## config.mk

```make
export PLATFORM = sky130hd
export DESIGN_NAME = keyed_stack_with_extract_min
export DESIGN_NICKNAME = d
export VERILOG_FILES = /design/src/rtl/kswem_pkg.sv /design/src/rtl/kswem_cell.sv /design/src/rtl/keyed_stack_with_extract_min.sv
export SDC_FILE = /design/constraint.sdc
export NUM_CORES = 2
export LEC_CHECK = 0
export BUFFER_PORTS_ARGS = -buffer_cell sky130_fd_sc_hd__buf_2
export CAP_MARGIN = 0
export CORE_UTILIZATION = 42
export CTS_CLUSTER_DIAMETER = 200
export DETAILED_ROUTE_END_ITERATION = 16
export GPL_TIMING_DRIVEN = 0
export HOLD_SLACK_MARGIN = 0.15
export PLACE_DENSITY_LB_ADDON = 0.12
export SETUP_SLACK_MARGIN = 0.3
export SLEW_MARGIN = 10
export SYNTH_ARGS = -nofsm -noshare
export SYNTH_HDL_FRONTEND = slang
export SYNTH_SLANG_ARGS = --single-unit
export TNS_END_PERCENT = 100
```

## constraint.sdc

```tcl
create_clock -name clk -period 9.75 [get_ports clk]
set_input_delay 0 -clock clk [delete_from_list [all_inputs] [get_ports clk]]
set_output_delay 0 -clock clk [all_outputs]
set_load 0.005 [all_outputs]
```

## src/rtl/kswem_pkg.sv

```systemverilog
// ----------------------------------------------------------------------------
// kswem_pkg
// Shared types and codes for the keyed stack with extract-min: request
// opcodes, result status codes, the search token that travels down the
// chain of cells and the command bundle that every cell receives.
// ----------------------------------------------------------------------------
package kswem_pkg;

  localparam int KeyW = 32;
  localparam int PayW = 32;

  typedef enum logic [2:0] {
    OP_PUSH      = 3'd0,
    OP_POP       = 3'd1,
    OP_PEEK      = 3'd2,
    OP_SEARCH    = 3'd3,
    OP_REMOVE    = 3'd4,
    OP_FINDMIN   = 3'd5,
    OP_REMOVEMIN = 3'd6
  } opcode_t;

  typedef enum logic [1:0] {
    ST_OK   = 2'd0,
    ST_NONE = 2'd1,
    ST_FULL = 2'd2
  } status_t;

  // Search token: the best entry seen so far on its way down the chain.
  typedef struct packed {
    logic                   active;
    logic                   found;
    logic signed [KeyW-1:0] key;
    logic [PayW-1:0]        payload;
  } scan_t;

  // Command broadcast to every cell.
  typedef struct packed {
    logic                   push;
    logic                   remove;
    logic                   mode_min;
    logic signed [KeyW-1:0] req_key;
  } cell_cmd_t;

endpackage

```

## src/rtl/kswem_cell.sv

```systemverilog
// ----------------------------------------------------------------------------
// kswem_cell
// One slot of the stack. It holds a key and a payload, shifts with its
// neighbours on push and removal, and updates the search token as it
// passes through.
// ----------------------------------------------------------------------------
module kswem_cell #(
  parameter int DEPTH = 16,
  parameter int IDX   = 0
) (
  input  logic                                       clk,
  input  logic                                       rst,
  input  kswem_pkg::cell_cmd_t                       cmd,
  input  logic [$clog2(DEPTH+1)-1:0]                 occ,
  input  logic [(DEPTH > 1 ? $clog2(DEPTH) : 1)-1:0] rm_pos,
  input  logic signed [kswem_pkg::KeyW-1:0]          prev_key,
  input  logic [kswem_pkg::PayW-1:0]                 prev_payload,
  input  logic signed [kswem_pkg::KeyW-1:0]          next_key,
  input  logic [kswem_pkg::PayW-1:0]                 next_payload,
  input  kswem_pkg::scan_t                           scan_in,
  input  logic [(DEPTH > 1 ? $clog2(DEPTH) : 1)-1:0] pos_in,
  output logic signed [kswem_pkg::KeyW-1:0]          key,
  output logic [kswem_pkg::PayW-1:0]                 payload,
  output kswem_pkg::scan_t                           scan_out,
  output logic [(DEPTH > 1 ? $clog2(DEPTH) : 1)-1:0] pos_out
);

  localparam int CW = $clog2(DEPTH + 1);
  localparam int PW = (DEPTH > 1) ? $clog2(DEPTH) : 1;

  logic                              in_use;
  logic                              hit;
  logic                              scan_active;
  logic                              scan_found;
  logic signed [kswem_pkg::KeyW-1:0] scan_key;
  logic [kswem_pkg::PayW-1:0]        scan_payload;

  assign in_use = (CW'(IDX) < occ);

  // A minimum search takes only a strictly smaller key, so ties stay with
  // the entry nearest the top; a key search takes the first match only.
  always_comb begin
    if (cmd.mode_min) begin
      hit = scan_in.active && in_use &&
            (!scan_in.found || ($signed(key) < $signed(scan_in.key)));
    end else begin
      hit = scan_in.active && in_use && !scan_in.found && (key == cmd.req_key);
    end
  end

  always_ff @(posedge clk) begin
    if (rst) begin
      scan_active <= 1'b0;
    end else begin
      scan_active <= scan_in.active;
    end
  end

  always_ff @(posedge clk) begin
    if (hit) begin
      scan_found   <= 1'b1;
      scan_key     <= key;
      scan_payload <= payload;
      pos_out      <= PW'(IDX);
    end else begin
      scan_found   <= scan_in.found;
      scan_key     <= scan_in.key;
      scan_payload <= scan_in.payload;
      pos_out      <= pos_in;
    end
  end

  assign scan_out = '{active: scan_active, found: scan_found,
                      key: scan_key, payload: scan_payload};

  always_ff @(posedge clk) begin
    if (cmd.push) begin
      key     <= prev_key;
      payload <= prev_payload;
    end else if (cmd.remove && (PW'(IDX) >= rm_pos)) begin
      key     <= next_key;
      payload <= next_payload;
    end
  end

endmodule

```

## src/rtl/keyed_stack_with_extract_min.sv

```systemverilog
// ----------------------------------------------------------------------------
// keyed_stack_with_extract_min
// A bounded stack of key and payload entries, newest first, with search and
// removal by key and search and removal of the minimum key.
// ----------------------------------------------------------------------------
//
//  Channel   Direction  Signals               Contents
//  s_axis    in         tvalid/tready/tdata   request: opcode, key, payload
//  m_axis    out        tvalid/tready/tdata   result: status, key, payload,
//                                              count, empty flag
//
// Push, pop, peek and unused opcodes finish at the edge at which the request
// is accepted; the result is shown in the following cycle.
// Search, remove, find-min and remove-min send a token down the row of
// cells, one cell per cycle; the start flag, every cell and the result
// register lie between acceptance and the result, so the chain length sets the wait.
// One request is worked on at a time: tready is low during a search and
// while an earlier result is waiting and not being taken in the same cycle.
// Reset is synchronous and clears the count, the control state and the
// output valid flag; the slot contents are not cleared, as only occupied
// slots are ever read.
// ----------------------------------------------------------------------------
module keyed_stack_with_extract_min #(
  parameter int DEPTH = 16
) (
  input  logic        clk,
  input  logic        rst,
  input  logic        s_axis_tvalid,
  output logic        s_axis_tready,
  // Fields from bit 0: opcode[2:0], key[34:3], payload[66:35], zero pad.
  input  logic [71:0] s_axis_tdata,
  output logic        m_axis_tvalid,
  input  logic        m_axis_tready,
  // Fields from bit 0: status[1:0], entry_key[33:2], entry_payload[65:34],
  // count[70:66], is_empty[71].
  output logic [71:0] m_axis_tdata
);

  localparam int CW = $clog2(DEPTH + 1);
  localparam int PW = (DEPTH > 1) ? $clog2(DEPTH) : 1;

  typedef enum logic {
    S_IDLE,
    S_SCAN
  } state_t;

  state_t state;

  // Request fields.
  kswem_pkg::opcode_t                in_op;
  logic signed [kswem_pkg::KeyW-1:0] in_key;
  logic [kswem_pkg::PayW-1:0]        in_payload;

  // Held request for the search operations.
  kswem_pkg::opcode_t                req_op;
  logic signed [kswem_pkg::KeyW-1:0] req_key;
  logic                              start;

  logic [CW-1:0] occ;
  logic [CW-1:0] occ_next;

  logic in_acc;
  logic scan_op;
  logic take_req;
  logic push_go;
  logic pop_go;
  logic scan_rm;
  logic out_load;

  // Result register.
  logic                              out_valid;
  kswem_pkg::status_t                out_status;
  logic signed [kswem_pkg::KeyW-1:0] out_key;
  logic [kswem_pkg::PayW-1:0]        out_payload;
  logic [4:0]                        out_count;
  logic                              out_empty;

  // Result of the operations that finish at once.
  kswem_pkg::status_t                imm_status;
  logic signed [kswem_pkg::KeyW-1:0] imm_key;
  logic [kswem_pkg::PayW-1:0]        imm_payload;

  // Cell row.
  kswem_pkg::cell_cmd_t              cmd;
  logic [PW-1:0]                     rm_pos;
  logic signed [kswem_pkg::KeyW-1:0] cell_key     [DEPTH];
  logic [kswem_pkg::PayW-1:0]        cell_payload [DEPTH];
  kswem_pkg::scan_t                  scan         [DEPTH+1];
  logic [PW-1:0]                     pos          [DEPTH+1];

  assign in_op      = kswem_pkg::opcode_t'(s_axis_tdata[2:0]);
  assign in_key     = s_axis_tdata[34:3];
  assign in_payload = s_axis_tdata[66:35];

  assign s_axis_tready = (state == S_IDLE) && (!out_valid || m_axis_tready);
  assign in_acc        = s_axis_tvalid && s_axis_tready;

  assign scan_op = (in_op == kswem_pkg::OP_SEARCH) || (in_op == kswem_pkg::OP_REMOVE) ||
                   (in_op == kswem_pkg::OP_FINDMIN) || (in_op == kswem_pkg::OP_REMOVEMIN);
  assign take_req = (req_op == kswem_pkg::OP_REMOVE) || (req_op == kswem_pkg::OP_REMOVEMIN);

  // Pushes and pops act on the row at the edge of acceptance; a removal found
  // by a search acts at the edge at which the token leaves the last cell.
  assign push_go = in_acc && (in_op == kswem_pkg::OP_PUSH) && (occ < CW'(DEPTH));
  assign pop_go  = in_acc && (in_op == kswem_pkg::OP_POP) && (occ != '0);
  assign scan_rm = (state == S_SCAN) && scan[DEPTH].active && scan[DEPTH].found && take_req;

  // A result is loaded when a request that finishes at once is accepted, or
  // when the token leaves the last cell.
  assign out_load = ((state == S_IDLE) && in_acc && !scan_op) ||
                    ((state == S_SCAN) && scan[DEPTH].active);

  always_comb begin
    cmd.push     = push_go;
    cmd.remove   = pop_go || scan_rm;
    cmd.mode_min = (req_op == kswem_pkg::OP_FINDMIN) || (req_op == kswem_pkg::OP_REMOVEMIN);
    cmd.req_key  = req_key;
    rm_pos       = scan_rm ? pos[DEPTH] : '0;
  end

  always_comb begin
    if (cmd.push) begin
      occ_next = occ + CW'(1);
    end else if (cmd.remove) begin
      occ_next = occ - CW'(1);
    end else begin
      occ_next = occ;
    end
  end

  always_comb begin
    imm_status  = kswem_pkg::ST_NONE;
    imm_key     = '0;
    imm_payload = '0;
    unique case (in_op)
      kswem_pkg::OP_PUSH: begin
        imm_status = (occ < CW'(DEPTH)) ? kswem_pkg::ST_OK : kswem_pkg::ST_FULL;
      end
      kswem_pkg::OP_POP, kswem_pkg::OP_PEEK: begin
        if (occ != '0) begin
          imm_status  = kswem_pkg::ST_OK;
          imm_key     = cell_key[0];
          imm_payload = cell_payload[0];
        end
      end
      default: begin
        imm_status = kswem_pkg::ST_NONE;
      end
    endcase
  end

  // The token enters the top cell in the cycle after acceptance, once the
  // request key is held.
  assign scan[0] = '{active: start, found: 1'b0, key: '0, payload: '0};
  assign pos[0]  = '0;

  for (genvar i = 0; i < DEPTH; i++) begin : g_cell
    logic signed [kswem_pkg::KeyW-1:0] prev_key;
    logic [kswem_pkg::PayW-1:0]        prev_payload;
    logic signed [kswem_pkg::KeyW-1:0] next_key;
    logic [kswem_pkg::PayW-1:0]        next_payload;

    if (i == 0) begin : g_top
      assign prev_key     = in_key;
      assign prev_payload = in_payload;
    end else begin : g_mid
      assign prev_key     = cell_key[i-1];
      assign prev_payload = cell_payload[i-1];
    end

    // The bottom cell keeps its own contents on removal; that slot is then
    // beyond the count and is never read before a push fills it.
    if (i == DEPTH - 1) begin : g_bottom
      assign next_key     = cell_key[i];
      assign next_payload = cell_payload[i];
    end else begin : g_above
      assign next_key     = cell_key[i+1];
      assign next_payload = cell_payload[i+1];
    end

    kswem_cell #(
      .DEPTH (DEPTH),
      .IDX   (i)
    ) u_cell (
      .clk          (clk),
      .rst          (rst),
      .cmd          (cmd),
      .occ          (occ),
      .rm_pos       (rm_pos),
      .prev_key     (prev_key),
      .prev_payload (prev_payload),
      .next_key     (next_key),
      .next_payload (next_payload),
      .scan_in      (scan[i]),
      .pos_in       (pos[i]),
      .key          (cell_key[i]),
      .payload      (cell_payload[i]),
      .scan_out     (scan[i+1]),
      .pos_out      (pos[i+1])
    );
  end

  always_ff @(posedge clk) begin
    if (rst) begin
      state     <= S_IDLE;
      start     <= 1'b0;
      occ       <= '0;
      out_valid <= 1'b0;
    end else begin
      start <= (state == S_IDLE) && in_acc && scan_op;
      occ   <= occ_next;
      if (out_load) begin
        out_valid <= 1'b1;
      end else if (out_valid && m_axis_tready) begin
        out_valid <= 1'b0;
      end
      unique case (state)
        S_IDLE: begin
          if (in_acc) begin
            req_op  <= in_op;
            req_key <= in_key;
            if (scan_op) begin
              state <= S_SCAN;
            end else begin
              out_status  <= imm_status;
              out_key     <= imm_key;
              out_payload <= imm_payload;
              out_count   <= 5'(occ_next);
              out_empty   <= (occ_next == '0);
            end
          end
        end
        S_SCAN: begin
          if (scan[DEPTH].active) begin
            state       <= S_IDLE;
            out_status  <= scan[DEPTH].found ? kswem_pkg::ST_OK : kswem_pkg::ST_NONE;
            out_key     <= scan[DEPTH].found ? scan[DEPTH].key : '0;
            out_payload <= scan[DEPTH].found ? scan[DEPTH].payload : '0;
            out_count   <= 5'(occ_next);
            out_empty   <= (occ_next == '0);
          end
        end
        default: begin
          state <= S_IDLE;
        end
      endcase
    end
  end

  assign m_axis_tvalid = out_valid;
  assign m_axis_tdata  = {out_empty, out_count, out_payload, out_key, out_status};

`ifndef ASSERT_OFF
  // The token may only leave the chain while a search is in progress.
  a_token_in_scan : assert property (@(posedge clk) disable iff (rst)
    scan[DEPTH].active |-> (state == S_SCAN))
    else $error("search token left the chain outside a search");

  // The count never exceeds the number of cells.
  a_occ_bound : assert property (@(posedge clk) disable iff (rst)
    occ <= CW'(DEPTH))
    else $error("occupancy above depth");

  // A removal found by a search takes exactly one entry away.
  a_scan_remove : assert property (@(posedge clk) disable iff (rst)
    scan_rm |=> (occ == $past(occ) - CW'(1)))
    else $error("search removal did not decrement occupancy");

  // No result is pending while a search is running.
  a_scan_no_out : assert property (@(posedge clk) disable iff (rst)
    (state == S_SCAN) |-> !out_valid)
    else $error("result pending during a search");
`endif

endmodule
```

## Word-level counts from Yosys, hierarchy flattened

Cells that the tools add are included.

| storage, ports and cells | value |
|---|---|
| register bits after elaboration | 2244 |
| input port bits | 76 |
| output and inout port bits | 74 |
| logic and storage cells | 500 |

| operators by class | value |
|---|---|
| add/subtract/negate cells | 2 |
| magnitude comparators | 47 |
| equal/unequal tests | 28 |
| mux-type cells | 147 |
| bitwise logic cells | 2 |
| reduce and logical (&&, ||, !) cells | 152 |

Operators by type and width:

| kind | count |
|---|---|
| two-way mux 32 bit | 102 |
| equality test 32 bit | 16 |
| less-than comparator 32 bit | 15 |
| case mux 32 bit (2 select lines) | 2 |
| logical AND 1 bit | 90 |
| less-than comparator 4 x 5 -> 1 bit, first input constant | 8 |
| nonzero test 2 bit | 16 |
| >= comparator 4 bit, first input constant | 7 |
| two-way mux 1 bit | 28 |
| two-way mux 5 bit | 5 |
| logical OR 1 bit | 23 |
| less-than comparator 3 x 5 -> 1 bit, first input constant | 4 |
| equality test 3 bit, second input constant | 6 |
| zero test 1 bit | 17 |
| >= comparator 3 x 4 -> 1 bit, first input constant | 4 |
| less-than comparator 1 x 5 -> 1 bit, first input constant | 2 |
| less-than comparator 2 x 5 -> 1 bit, first input constant | 2 |
| case mux 5 bit (2 select lines) | 1 |
| >= comparator 1 x 4 -> 1 bit, first input constant | 2 |
| >= comparator 2 x 4 -> 1 bit, first input constant | 2 |
| two-way mux 2 bit | 4 |
| case mux 2 bit (2 select lines) | 2 |
| equality test 3 x 2 -> 1 bit, second input constant | 2 |
| adder 5 x 1 -> 5 bit, second input constant | 1 |
| other kinds (14) | 17 |

## Logic depth before layout (Yosys ltp)

| depth | value |
|---|---|
| word-level depth | 13 |
| depth in mapped cells | 12 |
| mapped depth without buffers | 10 |

## Modules after synthesis

A second synthesis with hierarchy kept.

| unflattened totals | value |
|---|---|
| cells, all modules | 8423 |
| area, all modules | 107503.1 µm² |

Modules (own cells, without submodules):

| module | instances | cells an instance | area each (µm²) |
|---|---|---|---|
| kswem_cell (g_cell[2].u_cell) | 1 | 1055 | 9151.3 |
| kswem_cell (g_cell[7].u_cell) | 1 | 838 | 7992.7 |
| kswem_cell (g_cell[5].u_cell) | 1 | 448 | 6185.9 |
| kswem_cell (g_cell[14].u_cell) | 1 | 446 | 6158.4 |
| kswem_cell (g_cell[4].u_cell) | 1 | 454 | 6158.4 |
| kswem_cell (g_cell[11].u_cell) | 1 | 448 | 6157.2 |
| kswem_cell (g_cell[3].u_cell) | 1 | 448 | 6148.4 |
| kswem_cell (g_cell[13].u_cell) | 1 | 450 | 6143.4 |
| kswem_cell (g_cell[12].u_cell) | 1 | 444 | 6142.1 |
| kswem_cell (g_cell[6].u_cell) | 1 | 451 | 6137.1 |
| kswem_cell (g_cell[9].u_cell) | 1 | 450 | 6124.6 |
| kswem_cell (g_cell[8].u_cell) | 1 | 443 | 6123.4 |
| kswem_cell (g_cell[10].u_cell) | 1 | 449 | 6100.9 |
| kswem_cell (g_cell[1].u_cell) | 1 | 445 | 6093.3 |
| 3 more rows | -- | -- | -- |

## Worst setup path after synthesis

No wires, ideal clock.

| timing | value |
|---|---|
| path kind | register to register |
| from | reg out_valid (netlist: m_axis_tvalid) |
| to | reg g_cell[12].u_cell.key[0] (netlist bit) (enable) |
| library setup time | 0.581 ns |
| arrival | 6.347 ns |
| setup slack | 2.822 ns |
| stages on the path, launching flop included | 10 |
| path buffers | 2 |
| clock period less this slack | 6.928 ns |
| cells stage by stage | dfxtp_1 nand2b_1 nor2b_1 nand2_1 or3_1 clkbuf_1 inv_1 clkbuf_1 nor2_1 o31ai_1 |

| on the way | value |
|---|---|
| longest elaborated chain between the ends | 9 |
| elaborated cells on any way between the ends | 11 |
| those cells by class | 11 x reduce/logical |

RTL lines:

| what | RTL line | source |
|---|---|---|
| from (decl) | keyed_stack_with_extract_min.sv:71 | `logic out_valid;` |
| from (signal assigned) | keyed_stack_with_extract_min.sv:208 | `out_valid <= 1'b0;` |
| from (signal assigned) | keyed_stack_with_extract_min.sv:213 | `out_valid <= 1'b1;` |
| from (signal assigned) | keyed_stack_with_extract_min.sv:215 | `out_valid <= 1'b0;` |
| zero test 1 bit (*) | keyed_stack_with_extract_min.sv:95 | `assign s_axis_tready = (state == S_IDLE) && (!out_valid \|\| m_axis_tready);` |
| logical OR 1 bit (*) | keyed_stack_with_extract_min.sv:95 |  |
| logical AND 1 bit (*) | keyed_stack_with_extract_min.sv:95 |  |
| via s_axis_tready | keyed_stack_with_extract_min.sv:29 | `output logic s_axis_tready,` |
| logical AND 1 bit (*) | keyed_stack_with_extract_min.sv:96 | `assign in_acc = s_axis_tvalid && s_axis_tready;` |
| logical AND 1 bit (2 in series) | keyed_stack_with_extract_min.sv:105 | `assign pop_go = in_acc && (in_op == kswem_pkg::OP_POP) && (occ != '0);` |
| logical OR 1 bit | keyed_stack_with_extract_min.sv:115 | `cmd.remove = pop_go \|\| scan_rm;` |
| logical AND 1 bit | kswem_cell.sv:80 | `end else if (cmd.remove && (PW'(IDX) >= rm_pos)) begin` |
| nonzero test 2 bit (no line) (*) | -- |  |
| to (signal assigned) | kswem_cell.sv:78 | `key <= prev_key;` |
| to (signal assigned) | kswem_cell.sv:81 | `key <= next_key;` |
| to (decl) | kswem_cell.sv:22 | `output logic signed [kswem_pkg::KeyW-1:0] key,` |

The timed path passes the listed nets; every way through them passes the cells marked *.
A chain may end at the register's enable or synchronous reset.

## Worst setup path after layout

| timing | value |
|---|---|
| from | reg g_cell[5].u_cell.key[31] (netlist bit) |
| to | reg g_cell[5].u_cell.scan_payload[30] (netlist bit) |

| on the way | value |
|---|---|
| longest elaborated chain between the ends | 5 |
| elaborated cells on any way between the ends | 7 |
| those cells by class | 1 x order compare; 1 x eq/ne; 2 x mux; 3 x reduce/logical |

RTL lines:

| what | RTL line | source |
|---|---|---|
| from (decl) | kswem_cell.sv:22 |  |
| from (signal assigned) | kswem_cell.sv:78 |  |
| from (signal assigned) | kswem_cell.sv:81 |  |
| less-than comparator 32 bit | kswem_cell.sv:45 | `(!scan_in.found \|\| ($signed(key) < $signed(scan_in.key)));` |
| logical OR 1 bit | kswem_cell.sv:45 |  |
| logical AND 1 bit | kswem_cell.sv:44 | `hit = scan_in.active && in_use &&` |
| two-way mux 1 bit (*) | kswem_cell.sv:43 | `if (cmd.mode_min) begin` |
| two-way mux 32 bit (*) | kswem_cell.sv:60 | `if (hit) begin` |
| to (signal assigned) | kswem_cell.sv:63 | `scan_payload <= payload;` |
| to (signal assigned) | kswem_cell.sv:68 | `scan_payload <= scan_in.payload;` |
| to (decl) | kswem_cell.sv:36 | `logic [kswem_pkg::PayW-1:0] scan_payload;` |

Every way passes the cells marked *; elsewhere a longest branch is shown, timed or not.

==> key figures <==
Outcome
  – Status: completed

Floorplanning
  – Die extent in x: just under 500 µm
  – Die area: approximately 240000 µm²
  – I/O pins: 150
  – Initial Util: 0.423
  – Core Footprint: about 240000 µm²
  – Chip Height: between 400 and 500 µm
  – Number of cell rows: roughly 180

Global routing
  – Initial antenna violation count: 35
  – Global-route wire length before repair: about 540000 µm
  – Total gr overflow: 0
  – Gr usage total: 0.320
  – Largest net degree at the start of global routing: 46
  – Vias in the first global route: ~70000

Power
  – Internal cell power: ~16 mW
  – Gate power share: 0.051
  – Clock group share of total power: 0.455
  – PwrDens: roughly 180 nW/µm²
  – Switching Share: 0.240
  – P_leak: between 40 and 50 nW
  – Switching power: roughly 5.0 mW
  – Sequential group share of total power: 0.494
  – Max IR drop VDD: 0.171 mV

Worst setup path
  – Crit path kind: register to register
  – Top delay family on crit path: compound AO/OA/AOI/OAI gates
  – Critical path's most frequent cell: buf_2
  – Slowest cell on crit path: a2111oi_0
  – CP endpoint kind: register
  – Critical Path RT: about 11 ns
  – CP Max Fanout: 10
  – CP peak stage delay: around 0.84 ns
  – Critical-path cell list: ha_1, nand4_1, or4_1, a2111oi_0, o31ai_1, nor3b_1, o21bai_1, buf_2, buf_2, mux2_2
  – Buf+Inv Stages, Crit Path: 2
  – Critical path arrival: 6.26 ns
  – CP startpoint kind: register

Route
  – # DRC: 0
  – DRT Wirelength: 388000 µm
  – Final ANT Viol Nets: 0
  – WL per Instance: approximately 29 µm
  – DR iter-0 viols: 7983
  – Pre-antenna DRT Iters: 8
  – Vias/cell: around 5.5
  – Via count: roughly 70000

Synth
  – Post-synth EDFFs: between 1000 and 1500
  – Seq/Total Area, Yosys: 0.564
  – Netlist cell types: 71
  – Post-synth top area cell: edfxtp_1
  – Yosys reg bits: about 2200
  – Post-synth ARST share: 0
  – Top post-synthesis cells by area: edfxtp_1 (34%), dfxtp_1 (22%), nand2_1 (11%), mux2_2 (10%), ha_1 (5.9%)
  – Post-synth top area share: 0.341
  – Syn avg cell area: roughly 11 µm²
  – Main synth FF type: edfxtp_1
  – Syn Std Cell Area: 99600 µm²
  – Syn_nets: roughly 9800
  – Syn Inst Count: just over 9000
  – Warnings, synthesis: 0

STA
  – Headroom to the max-slew limit: 0.0985
  – Unrepaired setup endpoints after global routing: no
  – Clock skew: 0.0468 ns
  – Fin crit share: 0.563
  – Final Hold Fails: 0
  – WHS: 0.234 ns
  – Slew @ Worst Pin: 1.34 ns
  – Final Max Slew Viols: 0
  – Maximum clock rate: between 150 and 200 MHz
  – Setup Viol. Count Final: 0
  – Fin crit period: about 5.5 ns
  – Final WS setup: around 4.3 ns

Cells and area
  – Most common cell after layout, fill and taps aside: nand2_1
  – Share of cells above drive strength 1: 0.171
  – Most frequent cells in the layout: nand2_1 (2962), edfxtp_1 (1131), dfxtp_1 (1113)
  – Layout area overhead: 15.5%
  – Design area: 115000 µm²
  – Non-filler cells, final: between 10000 and 15000
  – # nets final: 10354

Clocking
  – Clk_lat worst skew: 0.92 ns
  – CTS Root Cell: clkbuf_16
  – TritonCTS clock tree: done
  – CTS max path bufs: 3
  – Post-CTS Setup Repair Bufs: 0
  – Reg clk slew, reported paths: 0.06 ns
  – Clk sinks: between 2000 and 2500
  – CTS Buf Count: 239
  – Post-CTS sizing: 0
  – H-tree levels: 4

Placed design
  – Post-placement setup slack: 4.47 ns
  – Post-Place Cells: 12581
  – Routability cong.: 0.990
  – PortBufs: approximately 140
  – Placed wire-length estimate: 298000 µm
  – Post-DP Area: between 100000 and 150000 µm²

Run
  – Max_cap viols: 0

Min path
  – HP Class: input port to register
-- kinds of logic after synthesis --
logic type,count (synthesis),share of synthesized area
buffers and inverters,920,0.0379
muxes,961,0.109
xor gates and xnor gates,504,0.0443
DFF,2244,0.564
AOI/OAI and AO/OA,536,0.0355
and+or+nand+nor,3607,0.150
adders and majority gates,468,0.0588
-- final cells by class --
class                      instances  area [µm²]
antenna                           15        37.5
timing repair buffer             329        3030
clock buffer                     332        6800
clock inverter                   126        1420
tap                             3150        3940
multi-input combinational       6076       39800
buffer                           415        1890
inverter                         505        1900
sequential                      2244       56200
fill                           21748      121000
-- through the flow --
stage	total power [mW]	setup TNS [ns]	util
floorplan	11.0	0	-
detailed placement	11.5	0	0.447
finish	20.9	0	0.488
global placement	11.5	-589.69	0.443
global route	21.4	0	0.488
CTS	20.9	0	0.488
-- timing repair --
| action | CTS | global route |
|---|---|---|
| setup endpoints to repair | 0 | 0 |
| endpoints found under the hold margin | 189 | 0 |
| hold buffers | 138 | 0 |
-- registers in the layout, summed over array words and instances, names as in the netlist, 5 cells and up --
register	flops
occ	5
out_payload	32
out_key	32
out_count	5
g_cell.u_cell.payload	512
g_cell.u_cell.scan_active	16
g_cell.u_cell.scan_key	512
g_cell.u_cell.scan_found	16
g_cell.u_cell.key	512
req_key	32
g_cell.u_cell.scan_payload	512
g_cell.u_cell.pos_out	49
-- cells in the mapped netlist, drive strengths merged, types with 69 or more instances --
cell	count
nand4	133
and2	82
buf	154
nor2	91
mux2	953
inv	505
a21o	69
o21ai	122
a21oi	145
nand2	2965
clkbuf	261
dfxtp	1113
nor4	96
ha	468
xor2	280
xnor2	224
edfxtp	1131
-- routing by layer --
layer	GRT usage	wire, µm	vias up
met5	0	81	-
met4	0.154	20500	12
met3	0.0771	35700	772
met2	0.476	166000	3306
met1	0.436	167000	35393
li1	-	-	32447
-- path summary, 6_finish.rpt --
kind                                                  start                                 to  slack, ns  depth (start not counted)
worst max-delay path               g_cell[5].u_cell.key[31]  g_cell[5].u_cell.scan_payload[30]       4.26                         10
worst min-delay path                          s_axis_tvalid                              start       0.23                          4
worst max register to register     g_cell[5].u_cell.key[31]  g_cell[5].u_cell.scan_payload[30]       4.26                         10
worst min register to register  g_cell[4].u_cell.pos_out[0]        g_cell[5].u_cell.pos_out[0]       0.40                          1
-- tightest hold or removal path, delay by kind of cell --
kind	cells	cell delay (ns)
AND/OR/NAND/NOR	2	0.29
buffers and inverters	2	0.75
-- power groups by stage --
stage	clock [mW]	combinational [mW]	sequential, mW
global route	9.95	1.14	10.3
global placement	0	0.941	10.5
CTS	9.58	1.05	10.3
floorplan	0	0.557	10.4
detailed placement	0	1.00	10.5
finish	9.49	1.07	10.3
No activity file was read; power rests on OpenSTA's default activity.
